[src/design/mqft_pkg.sv]
// ----------------------------------------------------------------------------
// MTC quarter-frame tracker package
// Shared types, codes and the piece placement function of the tracker.
// ----------------------------------------------------------------------------
package mqft_pkg;

   localparam logic KIND_PIECE  = 1'b0;
   localparam logic KIND_PRESET = 1'b1;

   localparam logic [1:0] DIR_UNKNOWN = 2'd0;
   localparam logic [1:0] DIR_FORWARD = 2'd1;
   localparam logic [1:0] DIR_REVERSE = 2'd2;

   localparam logic [2:0] PIECE_FRAMES_LO  = 3'd0;
   localparam logic [2:0] PIECE_FRAMES_HI  = 3'd1;
   localparam logic [2:0] PIECE_SECONDS_LO = 3'd2;
   localparam logic [2:0] PIECE_SECONDS_HI = 3'd3;
   localparam logic [2:0] PIECE_MINUTES_LO = 3'd4;
   localparam logic [2:0] PIECE_MINUTES_HI = 3'd5;
   localparam logic [2:0] PIECE_HOURS_LO   = 3'd6;
   localparam logic [2:0] PIECE_HOURS_HI   = 3'd7;

   typedef struct packed {
      logic       kind;
      logic [2:0] piece_type;
      logic [3:0] piece_value;
      logic [4:0] preset_frames;
      logic [5:0] preset_seconds;
      logic [5:0] preset_minutes;
      logic [4:0] preset_hours;
      logic [1:0] preset_rate;
      logic [1:0] preset_direction;
   } item_type;

   typedef struct packed {
      logic [4:0] frames;
      logic [5:0] seconds;
      logic [5:0] minutes;
      logic [4:0] hours;
      logic [1:0] rate;
   } stamp_type;

   typedef struct packed {
      logic       updated;
      logic [1:0] direction;
      stamp_type  stamp;
   } result_type;

   function automatic stamp_type put_piece(stamp_type cur, logic [2:0] num,
                                           logic [3:0] value);
      stamp_type nxt;
      nxt = cur;
      unique case (num)
         PIECE_FRAMES_LO:  nxt.frames[3:0]  = value;
         PIECE_FRAMES_HI:  nxt.frames[4]    = value[0];
         PIECE_SECONDS_LO: nxt.seconds[3:0] = value;
         PIECE_SECONDS_HI: nxt.seconds[5:4] = value[1:0];
         PIECE_MINUTES_LO: nxt.minutes[3:0] = value;
         PIECE_MINUTES_HI: nxt.minutes[5:4] = value[1:0];
         PIECE_HOURS_LO:   nxt.hours[3:0]   = value;
         PIECE_HOURS_HI: begin
            nxt.hours[4] = value[0];
            nxt.rate     = value[2:1];
         end
         default: nxt = cur;
      endcase
      return nxt;
   endfunction

endpackage

[src/design/mqft_in_stage.sv]
// ----------------------------------------------------------------------------
// MTC quarter-frame tracker input stage
// Registers one request transaction and holds it until the tracker takes it.
// ----------------------------------------------------------------------------
module mqft_in_stage (
   input  logic              clock,
   input  logic              reset,
   input  logic              req_valid,
   output logic              req_stall,
   input  mqft_pkg::item_type req_item,
   output logic              item_valid,
   output mqft_pkg::item_type item,
   input  logic              item_take
);

   logic               valid_ff;
   logic               valid_in;
   logic               load;
   mqft_pkg::item_type item_ff;

   assign req_stall = valid_ff && !item_take;
   assign load      = req_valid && !req_stall;
   assign valid_in  = load || (valid_ff && !item_take);

   always_ff @(posedge clock) begin
      if (reset) begin
         valid_ff <= 1'b0;
      end else begin
         valid_ff <= valid_in;
      end
   end

   always_ff @(posedge clock) begin
      if (load) begin
         item_ff <= req_item;
      end
   end

   assign item_valid = valid_ff;
   assign item       = item_ff;

endmodule

[src/design/mqft_tracker.sv]
// ----------------------------------------------------------------------------
// MTC quarter-frame tracker core logic
// Holds the tracking state, applies one item per cycle unless a held response stalls it, and registers the result.
// ----------------------------------------------------------------------------
module mqft_tracker (
   input  logic                 clock,
   input  logic                 reset,
   input  logic                 item_valid,
   input  mqft_pkg::item_type   item,
   output logic                 item_take,
   output logic                 rsp_valid,
   input  logic                 rsp_stall,
   output mqft_pkg::result_type rsp_result
);

   logic                 active_ff, active_in;
   logic                 forward_ff, forward_in;
   logic [2:0]           last_ff, last_in;
   logic [1:0]           sync_ff, sync_in;
   mqft_pkg::stamp_type  stamp_ff, stamp_in;
   logic                 out_valid_ff, out_valid_in;
   mqft_pkg::result_type result_ff, result_in;

   logic                 done;
   logic                 upd;
   logic [2:0]           expect_piece;
   mqft_pkg::stamp_type  cleared;

   assign item_take    = item_valid && (!out_valid_ff || !rsp_stall);
   assign out_valid_in = item_take || (out_valid_ff && rsp_stall);
   assign expect_piece = forward_ff ? (last_ff + 3'd1) : (last_ff - 3'd1);
   assign cleared      = '0;

   always_comb begin
      active_in  = active_ff;
      forward_in = forward_ff;
      last_in    = last_ff;
      sync_in    = sync_ff;
      stamp_in   = stamp_ff;
      done       = 1'b0;
      upd        = 1'b0;
      if (item.kind == mqft_pkg::KIND_PRESET) begin
         stamp_in.frames  = item.preset_frames;
         stamp_in.seconds = item.preset_seconds;
         stamp_in.minutes = item.preset_minutes;
         stamp_in.hours   = item.preset_hours;
         stamp_in.rate    = item.preset_rate;
         if (item.preset_direction == mqft_pkg::DIR_FORWARD) begin
            sync_in    = mqft_pkg::DIR_FORWARD;
            active_in  = 1'b1;
            forward_in = 1'b1;
            last_in    = mqft_pkg::PIECE_HOURS_HI;
         end else if (item.preset_direction == mqft_pkg::DIR_REVERSE) begin
            sync_in    = mqft_pkg::DIR_REVERSE;
            active_in  = 1'b1;
            forward_in = 1'b0;
            last_in    = mqft_pkg::PIECE_FRAMES_LO;
         end else begin
            sync_in    = mqft_pkg::DIR_UNKNOWN;
            active_in  = 1'b0;
            forward_in = 1'b0;
            last_in    = mqft_pkg::PIECE_FRAMES_LO;
         end
      end else if (active_ff && (item.piece_type == expect_piece)) begin
         stamp_in = mqft_pkg::put_piece(stamp_ff, item.piece_type, item.piece_value);
         last_in  = item.piece_type;
         if (forward_ff && (item.piece_type == mqft_pkg::PIECE_HOURS_HI)) begin
            upd     = 1'b1;
            done    = 1'b1;
            sync_in = mqft_pkg::DIR_FORWARD;
         end else if (!forward_ff && (item.piece_type == mqft_pkg::PIECE_FRAMES_LO)) begin
            upd     = 1'b1;
            done    = 1'b1;
            sync_in = mqft_pkg::DIR_REVERSE;
         end
      end else begin
         // Either idle or out of order; an out-of-order piece drops all state first.
         if (active_ff) begin
            upd        = (sync_ff != mqft_pkg::DIR_UNKNOWN);
            stamp_in   = cleared;
            sync_in    = mqft_pkg::DIR_UNKNOWN;
            active_in  = 1'b0;
            forward_in = 1'b0;
            last_in    = mqft_pkg::PIECE_FRAMES_LO;
         end
         if (item.piece_type == mqft_pkg::PIECE_FRAMES_LO) begin
            stamp_in   = mqft_pkg::put_piece(stamp_in, item.piece_type, item.piece_value);
            active_in  = 1'b1;
            forward_in = 1'b1;
            last_in    = mqft_pkg::PIECE_FRAMES_LO;
         end else if (item.piece_type == mqft_pkg::PIECE_HOURS_HI) begin
            stamp_in   = mqft_pkg::put_piece(stamp_in, item.piece_type, item.piece_value);
            active_in  = 1'b1;
            forward_in = 1'b0;
            last_in    = mqft_pkg::PIECE_HOURS_HI;
         end
      end
      result_in.updated   = upd;
      result_in.direction = sync_in;
      result_in.stamp     = done ? stamp_in : cleared;
   end

   always_ff @(posedge clock) begin
      if (reset) begin
         active_ff    <= 1'b0;
         forward_ff   <= 1'b0;
         last_ff      <= mqft_pkg::PIECE_FRAMES_LO;
         sync_ff      <= mqft_pkg::DIR_UNKNOWN;
         stamp_ff     <= '0;
         out_valid_ff <= 1'b0;
      end else begin
         out_valid_ff <= out_valid_in;
         if (item_take) begin
            active_ff  <= active_in;
            forward_ff <= forward_in;
            last_ff    <= last_in;
            sync_ff    <= sync_in;
            stamp_ff   <= stamp_in;
         end
      end
   end

   always_ff @(posedge clock) begin
      if (item_take) begin
         result_ff <= result_in;
      end
   end

   assign rsp_valid  = out_valid_ff;
   assign rsp_result = result_ff;

   a_sync_needs_tracking: assert property (@(posedge clock) disable iff (reset)
      (sync_ff != mqft_pkg::DIR_UNKNOWN) |-> active_ff)
      else $error("Sync direction is known while the tracker is idle.");

   a_done_reports_update: assert property (@(posedge clock) disable iff (reset)
      (item_take && done) |=> (rsp_valid && result_ff.updated &&
                               (result_ff.direction != mqft_pkg::DIR_UNKNOWN)))
      else $error("A completed run did not report an update with a direction.");

   a_done_keeps_tracking: assert property (@(posedge clock) disable iff (reset)
      (item_take && done) |=> active_ff)
      else $error("The tracker stopped after a completed run.");

   a_take_fills_output: assert property (@(posedge clock) disable iff (reset)
      item_take |=> out_valid_ff)
      else $error("A taken transaction left no result.");

endmodule

[src/design/mtc_quarter_frame_tracker_core.sv]
// ----------------------------------------------------------------------------
// MTC quarter-frame tracker
// Reassembles MIDI time code quarter-frame pieces into a full time stamp.
// ----------------------------------------------------------------------------
// The request channel carries either a quarter-frame piece (type and four data
// bits) or a preset that loads a time and a sync direction. Every request
// transaction yields exactly one response transaction, in order.
// A response reports updated when a run of eight pieces completes or when sync
// is lost, the current sync direction, and the assembled time on completion
// (zero otherwise).
// A request is registered on acceptance and held in the input stage until the
// tracker takes it, which updates the tracking state and registers the result.
// One transaction per cycle is sustained while the receiver does not stall.
// When the receiver stalls, the response is held and the input register
// keeps one more transaction, after which req_stall is raised.
// Synchronous reset clears the tracking state, the sync direction and the
// assembled time, and empties both registers.
// ----------------------------------------------------------------------------
module mtc_quarter_frame_tracker_core (
   input  logic       clock,
   input  logic       reset,
   input  logic       req_valid,
   output logic       req_stall,
   input  logic       req_kind,
   input  logic [2:0] req_piece_type,
   input  logic [3:0] req_piece_value,
   input  logic [4:0] req_preset_frames,
   input  logic [5:0] req_preset_seconds,
   input  logic [5:0] req_preset_minutes,
   input  logic [4:0] req_preset_hours,
   input  logic [1:0] req_preset_rate,
   input  logic [1:0] req_preset_direction,
   output logic       rsp_valid,
   input  logic       rsp_stall,
   output logic       rsp_updated,
   output logic [1:0] rsp_direction_out,
   output logic [4:0] rsp_frames_out,
   output logic [5:0] rsp_seconds_out,
   output logic [5:0] rsp_minutes_out,
   output logic [4:0] rsp_hours_out,
   output logic [1:0] rsp_rate_out
);

   mqft_pkg::item_type   req_item;
   mqft_pkg::item_type   item;
   logic                 item_valid;
   logic                 item_take;
   mqft_pkg::result_type result;

   assign req_item.kind             = req_kind;
   assign req_item.piece_type       = req_piece_type;
   assign req_item.piece_value      = req_piece_value;
   assign req_item.preset_frames    = req_preset_frames;
   assign req_item.preset_seconds   = req_preset_seconds;
   assign req_item.preset_minutes   = req_preset_minutes;
   assign req_item.preset_hours     = req_preset_hours;
   assign req_item.preset_rate      = req_preset_rate;
   assign req_item.preset_direction = req_preset_direction;

   mqft_in_stage u_in_stage (
      .clock      (clock),
      .reset      (reset),
      .req_valid  (req_valid),
      .req_stall  (req_stall),
      .req_item   (req_item),
      .item_valid (item_valid),
      .item       (item),
      .item_take  (item_take)
   );

   mqft_tracker u_tracker (
      .clock      (clock),
      .reset      (reset),
      .item_valid (item_valid),
      .item       (item),
      .item_take  (item_take),
      .rsp_valid  (rsp_valid),
      .rsp_stall  (rsp_stall),
      .rsp_result (result)
   );

   assign rsp_updated       = result.updated;
   assign rsp_direction_out = result.direction;
   assign rsp_frames_out    = result.stamp.frames;
   assign rsp_seconds_out   = result.stamp.seconds;
   assign rsp_minutes_out   = result.stamp.minutes;
   assign rsp_hours_out     = result.stamp.hours;
   assign rsp_rate_out      = result.stamp.rate;

endmodule

[config.mk]
export PLATFORM = sky130hd
export DESIGN_NAME = mtc_quarter_frame_tracker_core
export DESIGN_NICKNAME = d
export VERILOG_FILES = /design/src/design/mqft_pkg.sv /design/src/design/mqft_in_stage.sv /design/src/design/mqft_tracker.sv /design/src/design/mtc_quarter_frame_tracker_core.sv
export SDC_FILE = /design/constraint.sdc
export NUM_CORES = 1
export LEC_CHECK = 0
export BUFFER_PORTS_ARGS = -buffer_cell sky130_fd_sc_hd__buf_4
export CORE_AREA = 2 2 122 124
export CTS_BUF_LIST = sky130_fd_sc_hd__clkbuf_8
export DETAILED_ROUTE_END_ITERATION = 6
export DIE_AREA = 0 0 124 126
export GPL_TIMING_DRIVEN = 0
export PLACE_DENSITY_LB_ADDON = 0.3
export SLEW_MARGIN = 10
export SYNTH_ARGS = -nofsm -noshare
export SYNTH_HDL_FRONTEND = slang
export SYNTH_SLANG_ARGS = --single-unit
[constraint.sdc]
create_clock -name clock -period 2.4 [get_ports clock]
set_clock_uncertainty 0.1 [all_clocks]
set_input_delay 0.24 -clock clock [delete_from_list [all_inputs] [get_ports clock]]
set_output_delay 0.24 -clock clock [all_outputs]
set_load 0.02 [all_outputs]
* Yosys cells after proc, flatten, opt, wreduce, memory -nomap -nowiden *
Index checks and enable logic that the tools add are counted.

storage, ports and cells
  register bits after elaboration = 94
  input port bits = 38

operators by class
  $add $sub $neg = 2
  equality and inequality tests = 11
  muxes and demuxes = 54
  reductions and logical operators = 22

operators by type and width
  cell                                                                count
  24-bit two-way mux                                                  5
  4-bit two-way mux                                                   7
  2-bit two-way mux                                                   13
  1-bit two-way mux                                                   22
  3-bit two-way mux                                                   7
  3-bit == test, second input constant                                4
  1-bit logical AND                                                   7
  3-bit by 2-bit == test with 1-bit output, second input constant     2
  1-bit logical NOT                                                   5
  5-bit nonzero test                                                  1
  2-bit AND reduction                                                 2
  4-bit nonzero test                                                  1
  3-bit by 1-bit adder with 3-bit output, second input constant       1
  3-bit by 1-bit == test with 1-bit output, second input constant     1
  3-bit == test                                                       1
  3-bit logical NOT                                                   1
  1-bit logical OR                                                    3
  3-bit AND reduction                                                 1
  3-bit by 1-bit subtractor with 3-bit output, second input constant  1
  2-bit by 1-bit == test with 1-bit output, second input constant     1
  2-bit == test, second input constant                                1
  2-bit inequality test, second input constant                        1
  2-bit nonzero test                                                  1

* Depth between registers and ports, before layout *
  depth after elaboration = 8
  gate-level depth with buffers = 9
  gate-level depth less buffers = 7

* Modules after synthesis *
A second synthesis with hierarchy kept.

second synthesis, totals
  cell total of the unflattened synthesis = 366
  area, all modules = 4296.6 um^2

modules (own cells, without submodules)
  module         times used  cells each  area each (um^2)  seq. area each (um^2)
  mqft_tracker   1           328         3225.6            1451.4
  mqft_in_stage  1           38          1071.0            1041.0

* Worst setup path before layout *
Ideal clock, no wire load.

  path type = reg2reg
  from = register u_tracker.out_valid_ff (netlist: u_tracker.rsp_valid)
  to = register u_in_stage.item_ff (netlist bit u_in_stage.item[0]) (enable)
  library setup time = 0.429 ns
  arrival time = 2.220 ns
  data required time = 1.871 ns
  slack = -0.349 ns
  cell stages (with the launch flop) = 3
  buffers on the path = 0
  cells stage by stage = dfxtp_1 > and3_1 > nor2b_1

between the ends
  word-level cells in the longest chain between the ends = 7

RTL lines
  element                 RTL line                              text
  from (decl)             mqft_tracker.sv:21                    logic out_valid_ff, out_valid_in;
  from (signal assigned)  mqft_tracker.sv:112                   out_valid_ff <= out_valid_in;
  1-bit logical NOT       mqft_tracker.sv:29                    assign item_take = item_valid && (!out_valid_ff || !rsp_stall);
  1-bit logical OR        mqft_tracker.sv:29
  1-bit logical AND       mqft_tracker.sv:29
  1-bit logical NOT       mqft_in_stage.sv:21                   assign req_stall = valid_ff && !item_take;
  1-bit logical AND       mqft_in_stage.sv:21
  via req_stall           mtc_quarter_frame_tracker_core.sv:23  output logic req_stall,
  1-bit logical NOT       mqft_in_stage.sv:22                   assign load = req_valid && !req_stall;
  1-bit logical AND       mqft_in_stage.sv:22
  via u_in_stage.load     mqft_in_stage.sv:18                   logic load;
  to (signal assigned)    mqft_in_stage.sv:35                   item_ff <= req_item;
  to (decl)               mqft_in_stage.sv:19                   mqft_pkg::item_type item_ff;

The timed path passes the listed nets, and every way through them passes these cells.
A chain may end at the register's enable or synchronous reset.

* Worst setup path in the final report *
  from = register u_tracker.forward_ff
  to = register u_tracker.sync_ff[1]

between the ends
  word-level cells in the longest chain between the ends = 6

RTL lines
  element                 RTL line             text
  from (decl)             mqft_tracker.sv:17   logic forward_ff, forward_in;
  from (signal assigned)  mqft_tracker.sv:115  forward_ff <= forward_in;
  1-bit logical NOT       mqft_tracker.sv:71   end else if (!forward_ff && (item.piece_type == mqft_pkg::PIECE_FRAMES_LO)) begin
  1-bit logical AND       mqft_tracker.sv:71
  2-bit two-way mux       mqft_tracker.sv:71
  2-bit two-way mux       mqft_tracker.sv:67   if (forward_ff && (item.piece_type == mqft_pkg::PIECE_HOURS_HI)) begin
  2-bit two-way mux *     mqft_tracker.sv:64   end else if (active_ff && (item.piece_type == expect_piece)) begin
  2-bit two-way mux *     mqft_tracker.sv:42   if (item.kind == mqft_pkg::KIND_PRESET) begin
  to (signal assigned)    mqft_tracker.sv:108  sync_ff <= mqft_pkg::DIR_UNKNOWN;
  to (signal assigned)    mqft_tracker.sv:117  sync_ff <= sync_in;
  to (decl)               mqft_tracker.sv:19   logic [1:0] sync_ff, sync_in;

Mark *: on every way between the ends. The rest lies on a longest branch, timed or not.

==> impl_metrics.env <==
export IMPL_worstSetupPathType="flip-flop to flip-flop"
export IMPL_antenna_found_initial=0
export IMPL_die_area_um2=15600
export IMPL_hold_class="input pin to flip-flop"
export IMPL_synthFlopType="edfxtp_1"
export IMPL_n_fill_cell=1393
export IMPL_relSlewSlack_pct=59.3
export IMPL_status="finished, final reports clean"
export IMPL_fin_crit_ns=2.34
export IMPL_synth_seq_cells=94
export IMPL_globalplace_congestion=0.844
export IMPL_ys_seq_area_share_pct=59.6
export IMPL_numCtsBuffers=9
export IMPL_slew_violations=0
export IMPL_io_buffers=65
export IMPL_yosys_warnings=0
export IMPL_vdd_drop_max_mv=0.264
export IMPL_drt_first_pass_iters=4
export IMPL_whs_ns=0.0273
export IMPL_pre_cts_slack_ns=-0.168
export IMPL_yosys_area_top_type="edfxtp_1"
export IMPL_postSynthCellCount=372
export IMPL_synth_area_leaders="edfxtp_1 (44%), dfxtp_1 (16%), a21oi_1 (6.6%)"
export IMPL_worst_slew_pin_slew_ns=0.610
export IMPL_required_ns=2.59
export IMPL_synth_area_per_cell_um2=11.3
export IMPL_yosysTopAreaCellShare_pct=43.8
export IMPL_rsz0062_at_grt="yes"
export IMPL_clock_path_buffers=2
export IMPL_place_hpwl_mm=7.52
export IMPL_setup_violations=0
export IMPL_wirelength_mm=11.3
export IMPL_area_growth_pct=32.6
export IMPL_power_uw=3480
export IMPL_htree_levels=3
export IMPL_finalHoldViolations=0
export IMPL_clkTransAtPathRegs_ns=0.09
export IMPL_finalCritPeriodShare_pct=97.4
export IMPL_yosys_top_cells_count="edfxtp_1 (61), a21oi_1 (55), nor2_1 (44)"
export IMPL_grt_overflow=0
export IMPL_grt_pass1_vias=3346
export IMPL_dp_cells=623
export IMPL_powerDensity_nw_per_um2=627
export IMPL_crit_arrival_ns=2.53
export IMPL_route_detailed_drc=0
export IMPL_fmax_mhz=428
export IMPL_row_count=44
export IMPL_synth_async_reset_ratio_pct=0
export IMPL_leakagePower_uw=0.00213
export IMPL_clkSinkCount=94
export IMPL_track_usage_pct=14.8
export IMPL_vias=3284
export IMPL_final_setup_worst_slack_ns=0.0617
export IMPL_layout_drive_gt1_share_pct=21.6
export IMPL_die_w_um=124
export IMPL_synth_edff_count=61
export IMPL_wl_per_cell_um=16.7
export IMPL_end_kind="flip-flop"
export IMPL_nets=526
export IMPL_drtIter0Drc=170
export IMPL_diodes=0
export IMPL_core_area_um2=14300
export IMPL_ioPinCount=67
export IMPL_initial_core_util_pct=29.2
export IMPL_critPathMaxFanout=6
export IMPL_dieHeight_um=126
export IMPL_vias_per_cell=4.87
export IMPL_cts_tree="done"
export IMPL_ys_types=40
export IMPL_grt_pass1_wl_mm=17.4
export IMPL_drv_cap=0
export IMPL_start_kind="flip-flop"
export IMPL_stdcell_count=674
export IMPL_postCtsSetupRepairBufs=0
export IMPL_syn_num_nets=413
export IMPL_post_synth_top_count_cell="edfxtp_1"
export IMPL_worstSkewPairLatency_ns=0.38
export IMPL_grt_max_degree=26
export IMPL_cts_root_buf="clkbuf_8"
export IMPL_syn_area_um2=4190
export IMPL_final_antenna_net_count=0
repair_timing:
| action | 4_1_cts | 5_1_grt |
|---|---|---|
| hold endpoints to repair | 35 | 0 |
| hold buffers | 35 | 0 |
| pin swaps | 0 | 0 |
| resized for setup | 3 | 6 |
| setup endpoints to repair | 24 | 44 |
sequential cells by signal, indices dropped and copies added, names as in the netlist:
signal	flops
u_in_stage.item	34
u_in_stage.item_valid	1
u_tracker.active_ff	1
u_tracker.forward_ff	1
u_tracker.last_ff	3
u_tracker.rsp_result	27
u_tracker.rsp_valid	1
u_tracker.stamp_ff	24
u_tracker.sync_ff	2
final cells by class:
| type | count | area (um2) | share of cell area [%] |
|---|---|---|---|
| Buffer | 28 | 135 | 2.43 |
| Clock buffer | 9 | 124 | 2.23 |
| Clock inverter | 7 | 90.1 | 1.62 |
| Inverter | 8 | 30.0 | 0.541 |
| Multi-Input combinational cell | 242 | 1570 | 28.2 |
| Sequential cell | 94 | 2500 | 45.0 |
| Tap cell | 184 | 230 | 4.15 |
| Timing Repair Buffer | 102 | 878 | 15.8 |
layer usage:
metal,track usage (%),vias to the layer above,share of wire (%)
met4,5.02,0,1.1
met2,24.4,76,50
met1,18.6,1599,44
met3,4.03,11,4.8
li1,-,1598,-
met5,0,-,0
logic make-up after synthesis:
logic type | after synthesis | synth area share, %
adder cells (fa/ha/maj) | 3 | 1.08
AO/OA/AOI/OAI | 94 | 14.7
AND/OR/NAND/NOR | 119 | 14.7
flip-flops | 94 | 59.6
XOR/XNOR | 5 | 1.05
multiplexers | 21 | 5.05
buffers and inverters | 36 | 3.86
worst paths after layout:
kind,cells after the start,slack (ns),startpoint,to
worst min register to register,2,0.39,u_tracker.stamp_ff[22],u_tracker.stamp_ff[22]
worst max register to register,7,0.06,u_tracker.forward_ff,u_tracker.sync_ff[1]
worst min-delay path,3,0.03,rsp_stall,u_tracker.rsp_valid
worst max-delay path,7,0.06,u_tracker.forward_ff,u_tracker.sync_ff[1]
power by group:
part | internal [uW] | leakage, uW | total, uW | switching (uW)
clock network | 580 | 0.000110 | 1130 | 552
registers | 1810 | 0.000857 | 1860 | 53.1
logic | 221 | 0.00117 | 486 | 265
layout by cell type (no fill, tap or decap), drive strengths merged, types with 8 or more instances in the layout:
cell type    synthesis  final
buf                 12     78
nor3b               21     21
dfxtp               33     33
mux2i               20     20
inv                  7      8
nor2                44     44
a21oi               55     55
nor3                23     23
edfxtp              61     61
nand2               14     14
dlygate4sd3          0     35
clkbuf              16     26
o211a               17     17
worst max-delay path, stage by stage, from the launching register on:
cell,delay [ns]
dfxtp_4,0.39
inv_1,0.07
fa_1,0.45
xor2_1,0.19
nor3_2,0.19
nand2_1,0.16
or3_1,0.44
a311oi_2,0.26
stage by stage:
stage | utilization, % | setup TNS, ns | cell area, um2
after floorplan | - | 0 | 4190
after global placement | 34.3 | -19.94 | 4910
after detailed placement | 34.6 | -0.366 | 4950
after CTS | 38.6 | 0 | 5520
after global routing | 38.8 | -0.114 | 5550
final | 38.8 | 0 | 5550
Power figures use the tool's default switching activity.
